### src/hdl/cle_pkg.sv
// ----------------------------------------------------------------------------
// cle_pkg: shared definitions for the circular list engine
// Operation and status codes, field widths and the control/status structs
// that join the controller to the datapath.
// ----------------------------------------------------------------------------
package cle_pkg;

  localparam int CLE_CAPACITY = 256;
  localparam int OP_W         = 3;
  localparam int DATA_W       = 32;
  localparam int COUNT_W      = 9;
  localparam int STATUS_W     = 2;

  // operation codes carried by a request
  localparam logic [OP_W-1:0] OP_PEEK       = 3'd0;
  localparam logic [OP_W-1:0] OP_ROT_NEXT   = 3'd1;
  localparam logic [OP_W-1:0] OP_ROT_PREV   = 3'd2;
  localparam logic [OP_W-1:0] OP_INS_BEFORE = 3'd3;
  localparam logic [OP_W-1:0] OP_INS_AFTER  = 3'd4;
  localparam logic [OP_W-1:0] OP_DELETE     = 3'd5;

  // result status codes
  localparam logic [STATUS_W-1:0] ST_OK    = 2'd0;
  localparam logic [STATUS_W-1:0] ST_EMPTY = 2'd1;
  localparam logic [STATUS_W-1:0] ST_FULL  = 2'd2;

  // commands from the controller to the datapath
  typedef struct packed {
    logic accept;  // capture the request fields
    logic update;  // first write pass: allocate or free, move current
    logic link;    // second write pass: splice the neighbour links
    logic load;    // load the result register
  } cle_cmd_t;

  // status from the datapath to the controller
  typedef struct packed {
    logic out_free;  // result register can take a new result this cycle
  } cle_sts_t;

endpackage

### src/hdl/cle_ctrl.sv
// ----------------------------------------------------------------------------
// cle_ctrl: sequencing controller of the circular list engine
// Steps each request through update, link and result phases and issues
// the matching commands to the datapath.
// ----------------------------------------------------------------------------
module cle_ctrl import cle_pkg::*; (
  input  logic     clk,
  input  logic     rst,
  input  logic     req_valid,
  output logic     req_ready,
  input  cle_sts_t sts,
  output cle_cmd_t cmd
);

  typedef enum logic [3:0] {
    S_IDLE   = 4'b0001,
    S_UPDATE = 4'b0010,
    S_LINK   = 4'b0100,
    S_RESULT = 4'b1000
  } state_t;

  state_t state;
  state_t state_next;

  // advance through the phases; hold in result until the output is free
  always_comb begin
    state_next = state;
    unique case (state)
      S_IDLE:   if (req_valid) state_next = S_UPDATE;
      S_UPDATE: state_next = S_LINK;
      S_LINK:   state_next = S_RESULT;
      S_RESULT: if (sts.out_free) state_next = S_IDLE;
      default:  state_next = S_IDLE;
    endcase
  end

  always_ff @(posedge clk) begin
    if (rst) begin
      state <= S_IDLE;
    end else begin
      state <= state_next;
    end
  end

  // drive commands from the current phase
  assign req_ready  = (state == S_IDLE);
  assign cmd.accept = req_valid && (state == S_IDLE);
  assign cmd.update = (state == S_UPDATE);
  assign cmd.link   = (state == S_LINK);
  assign cmd.load   = (state == S_RESULT) && sts.out_free;

  a_load_when_free: assert property (@(posedge clk) disable iff (rst)
    cmd.load |-> sts.out_free)
    else $error("result loaded while output register still occupied");

  a_accept_starts_update: assert property (@(posedge clk) disable iff (rst)
    cmd.accept |=> cmd.update)
    else $error("accepted request not followed by update phase");

  a_update_then_link: assert property (@(posedge clk) disable iff (rst)
    cmd.update |=> cmd.link && !req_ready)
    else $error("update phase not followed by link phase");

endmodule

### config.mk
export PLATFORM = sky130hd
export DESIGN_NAME = cle_ctrl
export DESIGN_NICKNAME = d
export VERILOG_FILES = /design/src/hdl/cle_pkg.sv /design/src/hdl/cle_ctrl.sv
export SDC_FILE = /design/constraint.sdc
export NUM_CORES = 1
export LEC_CHECK = 0
export BUFFER_PORTS_ARGS = -buffer_cell sky130_fd_sc_hd__buf_2
export CAP_MARGIN = 10
export CORE_AREA = 2 2 39 41
export CTS_CLUSTER_SIZE = 40
export DETAILED_ROUTE_END_ITERATION = 10
export DIE_AREA = 0 0 41 43
export REMOVE_ABC_BUFFERS = 1
export SKIP_LAST_GASP = 1
export SLEW_MARGIN = 20
export SYNTH_ARGS = -nofsm -noshare
export SYNTH_HDL_FRONTEND = slang
export SYNTH_SLANG_ARGS = --single-unit
### constraint.sdc
create_clock -name clk -period 2.7 [get_ports clk]
set_input_delay 0 -clock clk [delete_from_list [all_inputs] [get_ports clk]]
set_output_delay 0 -clock clk [all_outputs]
set_load 0.05 [all_outputs]
==> impl_metrics.json <==
{
  "status": "finished, final reports clean",
  "r2r.worst_path.cells": 3,
  "worst_clock_skew_ps": 1.63,
  "drt-pass1-iter-count": 2,
  "grt_pass1_vias": 148,
  "worst_slew_margin_rel_pct": 82.3,
  "timing.critical_path.fanout_max": 6,
  "worst-slew-pin-transition_ps": 265,
  "max_cap_violations": 0,
  "post-cts-setup-buffer-count": 0,
  "most_common_library_cell_in_the_layout_ignoring_fill_and_taps": "sky130_fd_sc_hd__buf_2",
  "power.net_switching_mw": 0.0462,
  "post_route_met1_wirelength_um": 224,
  "rrSetupSlack_ps": 1610,
  "wl_per_cell_um": 8.79,
  "flip_flop_count_of_the_largest_register_all_copies_and_words_added": 4,
  "globalRouteOverflowTotal": 0,
  "crit-reg2reg-launch": "state[0]$_SDFFE_PP1P_",
  "global_route.usage.total_pct": 6.33,
  "syn_to_final_growth_pct": 41.7,
  "clock_transition_at_the_registers_of_the_reported_paths_ps": 40,
  "tritoncts": "done",
  "clk_latency_ps": 230,
  "setup.worst_path.class": "reg2out",
  "final_hold_viol_count": 0,
  "p_int_mw": 0.122,
  "dieHeight_um": 43,
  "vdd_drop_max_mv": 0.213,
  "end_kind": "output port",
  "rsz_0062_raised_after_global_routing": "no",
  "cts_max_level": 1,
  "synth.distinct_cells": 14,
  "fmax_mhz": 717,
  "vias_per_cell": 4.02,
  "synth-edff-count": 0,
  "drtIter0Drc": 2,
  "comb_power_share_pct": 17.8,
  "swShare_pct": 27.5,
  "final_nets": 38,
  "tritoncts.num_buffers": 3,
  "routed-wl-met3_um": 59,
  "place_hpwl_um": 320,
  "final_layout_size_suffix_gt1_share_pct": 40.6,
  "cellLeakagePower_nw": 0.122,
  "layout_min_cycle_time_ps": 1400,
  "cts_root_buffer": "sky130_fd_sc_hd__clkbuf_4",
  "slew_violations": 0,
  "crit_required_ps": 2700,
  "postSynthCellCount": 21,
  "drc": 0,
  "cts_sinks": 4,
  "synth.cell_area_um2": 204,
  "design.portCount": 9,
  "post-layout-total-power_mw": 0.168,
  "maximum_number_of_buffers_from_clock_root_to_sink": 2,
  "critical_path.reg2reg.endpoint": "state[0]$_SDFFE_PP1P_",
  "hold_path_end": "state[1]$_SDFFE_PP0P_",
  "design.die.area_um2": 1760,
  "start_util_pct": 14.7,
  "antenna-diode-count": 0,
  "timing.final.crit_share_pct": 51.7,
  "met2RoutedLength_um": 139,
  "timing.setup.tns_ps": 0,
  "number_of_setup_violations_in_the_final_report": 0,
  "worstSetupStartpointType": "register",
  "number_of_antenna_violations_at_the_first_check_in_global_routing": 0,
  "synth_seq_area_share_pct": 39.3,
  "fp-row-count": 14,
  "max_flop_register": "state",
  "vias": 193,
  "yosys_warnings": 0,
  "final_cell_mix": "8 x sky130_fd_sc_hd__buf_2, 4 x sky130_fd_sc_hd__dfxtp_1, 3 x sky130_fd_sc_hd__clkbuf_4",
  "routed.top_layer": "met3",
  "numPortBuffers": 8,
  "sequentialPowerShare_pct": 39.3,
  "route.final.wire_length_um": 422,
  "place_congestion": 0.676,
  "wire_length_of_the_first_global_routing_pass_um": 641,
  "yosys_most_used_dff": "sky130_fd_sc_hd__dfxtp_1",
  "hold_path_depth": 2,
  "min_from": "req_valid",
  "coreArea_um2": 1380,
  "nFillCells": 155,
  "power.density_cell_area_nw_per_um2": 582,
  "reg_top3": "state (4)",
  "clock_power_share_pct": 42.9,
  "worstHoldPathType": "in2reg",
  "die_width_um": 41,
  "synth_seq_cells": 4,
  "final_antenna_net_count": 0,
  "cp.arrival_ps": 1400,
  "avgSynthCellArea_um2": 9.71,
  "ys_async_sr_fraction_pct": 0,
  "largest_net_degree_at_the_start_of_global_routing": 8
}
[worst max path at each step]
stage                               start      to  depth (start not counted)
floorplan           state[1]$_SDFFE_PP0P_  cmd[3]                          2
global placement    state[2]$_SDFFE_PP0P_  cmd[1]                          3
detailed placement  state[2]$_SDFFE_PP0P_  cmd[1]                          3
CTS                 state[2]$_SDFFE_PP0P_  cmd[1]                          3
global route        state[2]$_SDFFE_PP0P_  cmd[1]                          3
finish              state[2]$_SDFFE_PP0P_  cmd[1]                          3
[final cells by class]
class	instances	area (µm²)	share of cell area (%)
clock buffer	3	22.5	7.79
multi-input combinational	16	116	40.3
sequential	4	80.1	27.7
tap	16	20.0	6.93
timing repair buffer	9	50.0	17.3
[logic make-up (layout without fill, tap and decap cells)]
logic type      after synthesis  in the layout  synth area share (%)
compound gates                2              2                  5.52
buf+inv                       1             12                  3.68
flops                         4              4                  39.3
simple gates                 14             14                  51.5
[repair_timing]
action,4_1_cts,5_1_grt
hold buffers,1,0
endpoints found under the hold margin,2,0
gates resized for setup,0,0
[layer usage]
metal | GRT usage, % | vias up
met5 | 0 | -
met4 | 4.00 | 0
met3 | 7.85 | 0
met2 | 5.31 | 10
met1 | 8.04 | 81
li1 | - | 102
[cells in the mapped netlist (2+ instances only)]
| cell | count | area, µm² |
|---|---|---|
| sky130_fd_sc_hd__dfxtp_1 | 4 | 80.1 |
| sky130_fd_sc_hd__nor2_1 | 2 | 7.51 |
| sky130_fd_sc_hd__nor2b_1 | 2 | 12.5 |
| sky130_fd_sc_hd__nor3b_1 | 2 | 15.0 |
| sky130_fd_sc_hd__nor4b_2 | 2 | 30.0 |
[power groups by stage]
| stage | registers [mW] | logic, mW | clock network, mW |
|---|---|---|---|
| 6_report | 0.0662 | 0.0299 | 0.0722 |
| 3_5_place_dp | 0.0670 | 0.0291 | 0 |
| 5_1_grt | 0.0667 | 0.0323 | 0.0824 |
| 2_1_floorplan | 0.0659 | 0.0219 | 0 |
| 3_3_place_gp | 0.0670 | 0.0290 | 0 |
| 4_1_cts | 0.0660 | 0.0302 | 0.0766 |
[critical path, cell delays in order (launching register included)]
cell	delay, ps
sky130_fd_sc_hd__dfxtp_1	420
sky130_fd_sc_hd__nor2b_1	230
sky130_fd_sc_hd__nor3b_1	220
sky130_fd_sc_hd__buf_2	290
[stage by stage]
stage | hold slack (ps) | worst slack (ps) | utilization [%] | instance area (µm²) | instances
CTS | 55.8 | 1310 | 20.9 | 289 | 48
detailed placement | 215 | 1560 | 18.5 | 256 | 44
finish | 62.9 | 1300 | 20.9 | 289 | 48
global route | 64.6 | 1180 | 20.9 | 289 | 48
global placement | 214 | 1570 | 18.5 | 256 | 44
floorplan | 71.6 | 770 | - | 196 | 20
No activity file was read; power rests on OpenSTA's default activity.
